<file path="config.mk">
export PLATFORM = sky130hd
export DESIGN_NAME = magic_header_frame_deframer_flat
export DESIGN_NICKNAME = d
export VERILOG_FILES = /design/src/design/mhd_pkg.sv /design/src/design/mhd_ifs.sv /design/src/design/magic_header_frame_deframer.sv /design/src/design/mhd_parser.sv /design/src/flat_wrapper.sv
export SDC_FILE = /design/constraint.sdc
export NUM_CORES = 1
export LEC_CHECK = 0
export BUFFER_PORTS_ARGS = -buffer_cell sky130_fd_sc_hd__buf_2
export CAP_MARGIN = 20
export CORE_MARGIN = 2
export CORE_UTILIZATION = 47
export CTS_CLUSTER_DIAMETER = 200
export DETAILED_ROUTE_END_ITERATION = 10
export GPL_TIMING_DRIVEN = 0
export PLACE_DENSITY = 0.68
export SLEW_MARGIN = 25
export SYNTH_ARGS = -nofsm -noshare
export SYNTH_HDL_FRONTEND = slang
export SYNTH_SLANG_ARGS = --single-unit
</file>
<file path="constraint.sdc">
create_clock -name clk -period 2.98 [get_ports clk]
set_input_delay 0.596 -clock clk [delete_from_list [all_inputs] [get_ports clk]]
set_output_delay 0.596 -clock clk [all_outputs]
set_load 0.01 [all_outputs]
</file>
<file path="src/design/mhd_pkg.sv">
package mhd_pkg;

    localparam int DATA_W       = 8;
    localparam int KIND_W       = 2;
    localparam int CFG_W        = 12;
    localparam int PAYLOAD_LIMIT = 2048;
    // payload lengths below the limit fit in this many bits
    localparam int LEN_W        = 11;
    localparam int IDX_W        = 5;

    localparam logic [IDX_W-1:0] MAGIC_BYTES   = 5'd8;
    localparam logic [IDX_W-1:0] SELF_FIRST    = 5'd12;
    localparam logic [IDX_W-1:0] SELF_LAST     = 5'd15;
    localparam logic [IDX_W-1:0] LEN_BYTE0     = 5'd16;
    localparam logic [IDX_W-1:0] LEN_BYTE1     = 5'd17;
    localparam logic [IDX_W-1:0] HEADER_LAST   = 5'd19;
    localparam logic [DATA_W-1:0] HEADER_BYTES = 8'd20;

    localparam logic [CFG_W-1:0] MAX_PAYLOAD_RESET = 12'd1600;
    localparam logic [CFG_W-1:0] LIMIT_CAP         = CFG_W'(PAYLOAD_LIMIT);

    localparam logic [KIND_W-1:0] KIND_PAYLOAD = 2'd0;
    localparam logic [KIND_W-1:0] KIND_EMPTY   = 2'd1;
    localparam logic [KIND_W-1:0] KIND_ILLEGAL = 2'd2;

    typedef struct packed {
        logic               valid;
        logic [KIND_W-1:0]  kind;
        logic [DATA_W-1:0]  payload_byte;
        logic               frame_end;
    } result_t;

    function automatic logic [DATA_W-1:0] magic_byte(input logic [2:0] idx);
        logic [DATA_W-1:0] b;
        unique case (idx)
            3'd0: b = 8'h7a;
            3'd1: b = 8'h54;
            3'd2: b = 8'h85;
            3'd3: b = 8'h40;
            3'd4: b = 8'haf;
            3'd5: b = 8'h24;
            3'd6: b = 8'hd0;
            3'd7: b = 8'h24;
            default: b = 8'h00;
        endcase
        return b;
    endfunction

endpackage

</file>
<file path="src/design/mhd_ifs.sv">
interface mhd_byte_if;
    import mhd_pkg::*;
    logic              valid;
    logic              ready;
    logic [DATA_W-1:0] data_byte;
    logic              new_connection;

    modport source (output valid, output data_byte, output new_connection, input ready);
    modport sink   (input valid, input data_byte, input new_connection, output ready);
endinterface

interface mhd_result_if;
    import mhd_pkg::*;
    logic              valid;
    logic              ready;
    logic [KIND_W-1:0] kind;
    logic [DATA_W-1:0] payload_byte;
    logic              frame_end;

    modport source (output valid, output kind, output payload_byte, output frame_end,
                    input ready);
    modport sink   (input valid, input kind, input payload_byte, input frame_end,
                    output ready);
endinterface

interface mhd_cfg_if;
    import mhd_pkg::*;
    logic             valid;
    logic             ready;
    logic [CFG_W-1:0] max_payload;

    modport source (output valid, output max_payload, input ready);
    modport sink   (input valid, input max_payload, output ready);
endinterface

</file>
<file path="src/design/magic_header_frame_deframer.sv">
// magic header frame deframer
// stream: one received byte per transfer, with new_connection marking the
//   first byte of a connection; that flag clears all parser state first
// result: at most one result per byte: a payload byte (kind 0, frame_end on
//   the last one), an empty frame (kind 1) or an illegal header (kind 2),
//   after which bytes are dropped until the next connection start
// cfg: writes max_payload; always ready, meant to be written while idle
// a 20-byte header (magic, id, self length, payload length) yields no result
//   until its last byte is checked
// a result is valid on the result channel the cycle after the byte's transfer,
//   unless the result side stalls; the single parser stage checks and counts
//   each byte as it arrives, taking one byte per cycle while stream.ready is high
// the result side has an output register plus one skid register, so with a
//   stalled receiver the deframer still takes bytes until one more result is held;
//   stream.ready drops only while the skid register is occupied
// reset: parser back to header phase, max_payload to 1600, no result pending
module magic_header_frame_deframer (
    input  logic          clk,
    input  logic          rst_n,
    mhd_byte_if.sink      stream,
    mhd_result_if.source  result,
    mhd_cfg_if.sink       cfg
);
    import mhd_pkg::*;

    logic [CFG_W-1:0] max_payload_reg;
    logic             accept;
    result_t          res_new;
    result_t          out_reg, out_next;
    result_t          skid_reg, skid_next;

    assign cfg.ready    = 1'b1;
    assign stream.ready = !skid_reg.valid;
    assign accept       = stream.valid && stream.ready;

    always_ff @(posedge clk or negedge rst_n)
    begin
        if (!rst_n)
            max_payload_reg <= MAX_PAYLOAD_RESET;
        else if (cfg.valid && cfg.ready)
            max_payload_reg <= cfg.max_payload;
    end

    mhd_parser u_parser (
        .clk            (clk),
        .rst_n          (rst_n),
        .accept         (accept),
        .data_byte      (stream.data_byte),
        .new_connection (stream.new_connection),
        .max_payload    (max_payload_reg),
        .result         (res_new)
    );

    always_comb
    begin
        out_next  = out_reg;
        skid_next = skid_reg;
        if (result.ready || !out_reg.valid)
        begin
            // output slot frees up: older skid entry goes first
            if (skid_reg.valid)
            begin
                out_next        = skid_reg;
                skid_next.valid = 1'b0;
            end
            else
            begin
                out_next = res_new;
            end
        end
        else if (res_new.valid)
        begin
            skid_next = res_new;
        end
    end

    always_ff @(posedge clk or negedge rst_n)
    begin
        if (!rst_n)
        begin
            out_reg  <= '0;
            skid_reg <= '0;
        end
        else
        begin
            out_reg  <= out_next;
            skid_reg <= skid_next;
        end
    end

    assign result.valid        = out_reg.valid;
    assign result.kind         = out_reg.kind;
    assign result.payload_byte = out_reg.payload_byte;
    assign result.frame_end    = out_reg.frame_end;

endmodule

</file>
<file path="src/design/mhd_parser.sv">
module mhd_parser (
    input  logic                         clk,
    input  logic                         rst_n,
    input  logic                         accept,
    input  logic [mhd_pkg::DATA_W-1:0]   data_byte,
    input  logic                         new_connection,
    input  logic [mhd_pkg::CFG_W-1:0]    max_payload,
    output mhd_pkg::result_t             result
);
    import mhd_pkg::*;

    localparam logic [1:0] PH_HEADER  = 2'd0;
    localparam logic [1:0] PH_PAYLOAD = 2'd1;
    localparam logic [1:0] PH_HALTED  = 2'd2;

    logic [1:0]       phase_reg, phase_next;
    logic [IDX_W-1:0] idx_reg, idx_next;
    logic             magic_ok_reg, magic_ok_next;
    logic             self_ok_reg, self_ok_next;
    logic [LEN_W-1:0] plen_reg, plen_next;
    logic             plen_hi_reg, plen_hi_next;
    logic [LEN_W-1:0] rem_reg, rem_next;

    // state as seen by this byte, after a connection start clears it
    logic [1:0]       phase_cur;
    logic [IDX_W-1:0] idx_cur;
    logic             magic_ok_cur, self_ok_cur, plen_hi_cur;
    logic [LEN_W-1:0] plen_cur, rem_cur, rem_dec;
    logic [CFG_W-1:0] limit;
    logic             hi_final, hdr_ok;

    always_comb
    begin
        if (new_connection)
        begin
            phase_cur    = PH_HEADER;
            idx_cur      = '0;
            magic_ok_cur = 1'b1;
            self_ok_cur  = 1'b1;
            plen_cur     = '0;
            plen_hi_cur  = 1'b0;
            rem_cur      = '0;
        end
        else
        begin
            phase_cur    = phase_reg;
            idx_cur      = idx_reg;
            magic_ok_cur = magic_ok_reg;
            self_ok_cur  = self_ok_reg;
            plen_cur     = plen_reg;
            plen_hi_cur  = plen_hi_reg;
            rem_cur      = rem_reg;
        end
    end

    assign limit    = (max_payload > LIMIT_CAP) ? LIMIT_CAP : max_payload;
    assign hi_final = plen_hi_cur | (|data_byte);
    assign hdr_ok   = magic_ok_cur && self_ok_cur && !hi_final
                      && ({1'b0, plen_cur} < limit);
    assign rem_dec  = (rem_cur != '0) ? rem_cur - LEN_W'(1) : rem_cur;

    always_comb
    begin
        phase_next    = phase_cur;
        idx_next      = idx_cur;
        magic_ok_next = magic_ok_cur;
        self_ok_next  = self_ok_cur;
        plen_next     = plen_cur;
        plen_hi_next  = plen_hi_cur;
        rem_next      = rem_cur;
        result        = '0;

        unique case (phase_cur)
            PH_PAYLOAD:
            begin
                rem_next            = rem_dec;
                result.valid        = 1'b1;
                result.kind         = KIND_PAYLOAD;
                result.payload_byte = data_byte;
                if (rem_dec == '0)
                begin
                    result.frame_end = 1'b1;
                    phase_next       = PH_HEADER;
                    idx_next         = '0;
                    magic_ok_next    = 1'b1;
                    self_ok_next     = 1'b1;
                    plen_next        = '0;
                    plen_hi_next     = 1'b0;
                end
            end
            PH_HEADER:
            begin
                idx_next = idx_cur + IDX_W'(1);
                if (idx_cur < MAGIC_BYTES)
                begin
                    if (data_byte != magic_byte(idx_cur[2:0]))
                        magic_ok_next = 1'b0;
                end
                else if (idx_cur == SELF_FIRST)
                begin
                    if (data_byte != HEADER_BYTES)
                        self_ok_next = 1'b0;
                end
                else if (idx_cur > SELF_FIRST && idx_cur <= SELF_LAST)
                begin
                    if (data_byte != '0)
                        self_ok_next = 1'b0;
                end
                else if (idx_cur == LEN_BYTE0)
                begin
                    plen_next[7:0] = data_byte;
                end
                else if (idx_cur == LEN_BYTE1)
                begin
                    plen_next[LEN_W-1:8] = data_byte[LEN_W-9:0];
                    plen_hi_next         = plen_hi_cur | (|data_byte[7:LEN_W-8]);
                end
                else if (idx_cur > LEN_BYTE1 && idx_cur < HEADER_LAST)
                begin
                    plen_hi_next = plen_hi_cur | (|data_byte);
                end

                if (idx_cur == HEADER_LAST)
                begin
                    idx_next      = '0;
                    magic_ok_next = 1'b1;
                    self_ok_next  = 1'b1;
                    plen_next     = '0;
                    plen_hi_next  = 1'b0;
                    result.valid  = 1'b1;
                    if (!hdr_ok)
                    begin
                        phase_next  = PH_HALTED;
                        result.kind = KIND_ILLEGAL;
                    end
                    else if (plen_cur == '0)
                    begin
                        result.kind      = KIND_EMPTY;
                        result.frame_end = 1'b1;
                    end
                    else
                    begin
                        result.valid = 1'b0;
                        rem_next     = plen_cur;
                        phase_next   = PH_PAYLOAD;
                    end
                end
            end
            default:
            begin
                // halted and the unused code: bytes are dropped
            end
        endcase

        if (!accept)
            result.valid = 1'b0;
    end

    always_ff @(posedge clk or negedge rst_n)
    begin
        if (!rst_n)
        begin
            phase_reg    <= PH_HEADER;
            idx_reg      <= '0;
            magic_ok_reg <= 1'b1;
            self_ok_reg  <= 1'b1;
            plen_reg     <= '0;
            plen_hi_reg  <= 1'b0;
            rem_reg      <= '0;
        end
        else if (accept)
        begin
            phase_reg    <= phase_next;
            idx_reg      <= idx_next;
            magic_ok_reg <= magic_ok_next;
            self_ok_reg  <= self_ok_next;
            plen_reg     <= plen_next;
            plen_hi_reg  <= plen_hi_next;
            rem_reg      <= rem_next;
        end
    end

endmodule

</file>
<file path="src/flat_wrapper.sv">
// flat-port wrapper written by rule: the top's interface ports become plain ports
module magic_header_frame_deframer_flat import mhd_pkg::*;
  (clk, rst_n, stream_valid, stream_data_byte, stream_new_connection, stream_ready, result_valid, result_kind, result_payload_byte, result_frame_end, result_ready, cfg_valid, cfg_max_payload, cfg_ready);
  mhd_byte_if stream_i ();
  mhd_result_if result_i ();
  mhd_cfg_if cfg_i ();
  input  logic clk;
  input  logic rst_n;
  input wire logic [$bits(stream_i.valid)-1:0] stream_valid;
  input wire logic [$bits(stream_i.data_byte)-1:0] stream_data_byte;
  input wire logic [$bits(stream_i.new_connection)-1:0] stream_new_connection;
  output wire logic [$bits(stream_i.ready)-1:0] stream_ready;
  output wire logic [$bits(result_i.valid)-1:0] result_valid;
  output wire logic [$bits(result_i.kind)-1:0] result_kind;
  output wire logic [$bits(result_i.payload_byte)-1:0] result_payload_byte;
  output wire logic [$bits(result_i.frame_end)-1:0] result_frame_end;
  input wire logic [$bits(result_i.ready)-1:0] result_ready;
  input wire logic [$bits(cfg_i.valid)-1:0] cfg_valid;
  input wire logic [$bits(cfg_i.max_payload)-1:0] cfg_max_payload;
  output wire logic [$bits(cfg_i.ready)-1:0] cfg_ready;
  assign stream_i.valid = stream_valid;
  assign stream_i.data_byte = stream_data_byte;
  assign stream_i.new_connection = stream_new_connection;
  assign stream_ready = stream_i.ready;
  assign result_valid = result_i.valid;
  assign result_kind = result_i.kind;
  assign result_payload_byte = result_i.payload_byte;
  assign result_frame_end = result_i.frame_end;
  assign result_i.ready = result_ready;
  assign cfg_i.valid = cfg_valid;
  assign cfg_i.max_payload = cfg_max_payload;
  assign cfg_ready = cfg_i.ready;
  magic_header_frame_deframer u_core (.clk(clk), .rst_n(rst_n), .stream(stream_i), .result(result_i), .cfg(cfg_i));
endmodule
</file>
==> impl_metrics.env <==
export IMPL_yosysWarnings=0
export IMPL_worstPathArrival_ns=3.36
export IMPL_fin_util_pct=62.3
export IMPL_p_leak_uw=0.00253
export IMPL_crit_chain="buf_6 > or4_4 > buf_6 > o41a_1 > o31a_1 > or3_4 > o21a_4 > or2_0 > buf_4 > a22o_1"
export IMPL_start_util_pct=48.3
export IMPL_ys_types=67
export IMPL_drive_gt1_share_pct=27.1
export IMPL_synth_top_area_cell="dfrtp_1"
export IMPL_ant_nets=0
export IMPL_setup_viol=9
export IMPL_post_drt_via_cell_ratio=6.02
export IMPL_worstPathRequired_ns=3.21
export IMPL_stdcell_area_um2=5750
export IMPL_synth_edf_count=0
export IMPL_period_share_pct=105
export IMPL_syn_num_nets=567
export IMPL_pin_count=40
export IMPL_ys_seq_area_share_pct=38.3
export IMPL_die_x_um=101
export IMPL_ys_top_cells_by_area="dfrtp_1 35%, o21ai_0 5.4%, ha_1 4.8%, nand2_1 4.3%, mux2_2 3.5%"
export IMPL_layout_min_cycle_time_ns=3.12
export IMPL_grt_pass1_vias=4183
export IMPL_hpwl_mm=9.31
export IMPL_clk_pin_slew_ns=0.09
export IMPL_worst_setup_path_type="reg -> reg"
export IMPL_worst_setup_path_start_kind="register"
export IMPL_gr_total_overflow=0
export IMPL_slowest_delay_ns=0.50
export IMPL_relSlewSlack_pct=43.6
export IMPL_worst_pin_slew_ns=0.841
export IMPL_htreeDepth=3
export IMPL_routedWlPerCell_um=18.3
export IMPL_chipHeight_um=101
export IMPL_grt_max_degree=48
export IMPL_status="finished with violations"
export IMPL_cts_sinks=68
export IMPL_cts_tree="done"
export IMPL_portBuffers=35
export IMPL_synthArstFlopShare_pct=100
export IMPL_rsz0062_at_grt="true"
export IMPL_cts_max_path_buffers=2
export IMPL_reg2reg_depth=10
export IMPL_antenna_found_initial=0
export IMPL_finalClockSkew_ns=0.0175
export IMPL_dpl_cell_area_um2=4940
export IMPL_clock_latency_ns=0.35
export IMPL_violations="negative setup slack"
export IMPL_via_count=4434
export IMPL_drt_first_iter_violations=435
export IMPL_drt_wl_total_mm=13.5
export IMPL_dieArea_um2=10300
export IMPL_place_congestion=0.922
export IMPL_critPathSlowestCell="or4_4"
export IMPL_min_path_type="in -> async"
export IMPL_syn_instance_count=524
export IMPL_worst_ir_drop_vdd_uv=254
export IMPL_coreArea_um2=9240
export IMPL_powerDensity_nw_per_um2=361
export IMPL_hold_viol=0
export IMPL_final_setup_worst_slack_ns=-0.143
export IMPL_placementRows=35
export IMPL_end_kind="register"
export IMPL_pre_cts_ws_ns=-1.05
export IMPL_fin_nets=646
export IMPL_post_route_drc_count=0
export IMPL_n_antenna_cell=0
export IMPL_drv_slew=0
export IMPL_timing_fmax_ghz=0.320
export IMPL_synth_main_ff_cell="dfrtp_1"
export IMPL_holdWs_ns=0.122
export IMPL_numCtsBuffers=9
export IMPL_area_growth_pct=29.0
export IMPL_first_pass_iters=6
export IMPL_grt_pass1_wl_mm=21.1
export IMPL_syn_avg_cell_area_um2=8.51
export IMPL_path_max_fanout=6
export IMPL_n_fill_cell=808
export IMPL_clock_root_buffer="clkbuf_8"
export IMPL_drv_cap=0
export IMPL_synth_seq_cells=68
export IMPL_p_total_uw=2080
export IMPL_synth_top_area_share_pct=35.3
export IMPL_grt_usage_pct=26.5
export IMPL_syn_area_um2=4460
export IMPL_cp_common_cell="buf_6"
-- metrics by stage --
step | TNS (ns) | instances
floorplan | -9.52 | 524
global placement | -31.70 | 688
detailed placement | -33.12 | 689
CTS | -1.80 | 731
global route | -1.75 | 737
finish | -0.878 | 737
-- routing by layer --
metal	up-vias	part of all wire (%)	wire [µm]	track usage, %
met2	220	46	6230	44.3
li1	2072	-	-	-
met4	0	5.3	720	12.9
met5	-	0	0	0
met1	2081	41	5560	33.0
met3	61	7.5	1010	4.90
-- cells in the final DEF, fill, tap and decap left out, types with 19 or more instances in the layout --
cell and count:
nand2_1 49, clkbuf_1 24, a21oi_1 26, inv_1 19, dfrtp_1 61, buf_4 33, o21ai_0 28, nor2_1 38
buf_2 34
-- cell type report --
class | instances | area (µm²) | share of cell area, %
Multi-Input combinational cell | 395 | 2840 | 49.3
Sequential cell | 68 | 1710 | 29.7
Timing Repair Buffer | 73 | 523 | 9.09
Buffer | 34 | 233 | 4.05
Tap cell | 129 | 161 | 2.81
Clock buffer | 12 | 155 | 2.70
Inverter | 22 | 86.3 | 1.50
Clock inverter | 4 | 47.5 | 0.826
-- power breakdown --
group | switching [µW] | total (µW) | internal, µW
registers | 10.5 | 959 | 949
clock network | 372 | 802 | 430
logic | 183 | 314 | 131
-- cells in the mapped netlist (12+ instances only) --
library cell and count:
a21oi_1 27, clkbuf_1 32, dfrtp_1 63, ha_1 17
inv_1 21, mux2_2 14, nand2_1 51, nand3_1 12
nor2_1 41, nor2b_1 17, nor3_1 14, o21ai_0 48
-- repair_timing --
action,in CTS,in global routing
hold buffers,0,0
setup buffers,25,11
gates cloned,1,0
pin swaps,24,27
gates resized for setup,49,26
setup endpoints to repair,45,45
-- cells by family after synthesis --
kind of cell | share of synthesized area [%]
AND/OR/NAND/NOR | 22.2
adder cells (fa/ha/maj) | 4.77
AO/OA/AOI/OAI | 22.9
multiplexers | 5.33
other | 0.0841
flip-flops | 38.3
XOR/XNOR | 0.982
buffers and inverters | 5.44
-- path summary, 6_finish.rpt --
kind | startpoint | end | slack, ns
min in group clk | cfg_max_payload[11] | u_core.max_payload_reg[11] | 0.46
setup / recovery | u_core.u_parser.rem_reg[0] | u_core.u_parser.plen_reg[0] | -0.14
hold reg to reg | u_core.result.frame_end | u_core.result.frame_end | 0.48
max in group asynchronous | rst_n | u_core.u_parser.self_ok_reg | 2.26
hold / removal | rst_n | u_core.skid_reg[10] | 0.12
setup reg to reg | u_core.u_parser.rem_reg[0] | u_core.u_parser.plen_reg[0] | -0.14
-- worst max-delay path: cells and delay by family (launching register included) --
kind	cells	cell delay, ns
AND/OR/NAND/NOR	3	1.12
AO/OA/AOI/OAI	4	1.09
buffers and inverters	3	0.41
flip-flops	1	0.38
(Power assumes the default switching activity.)
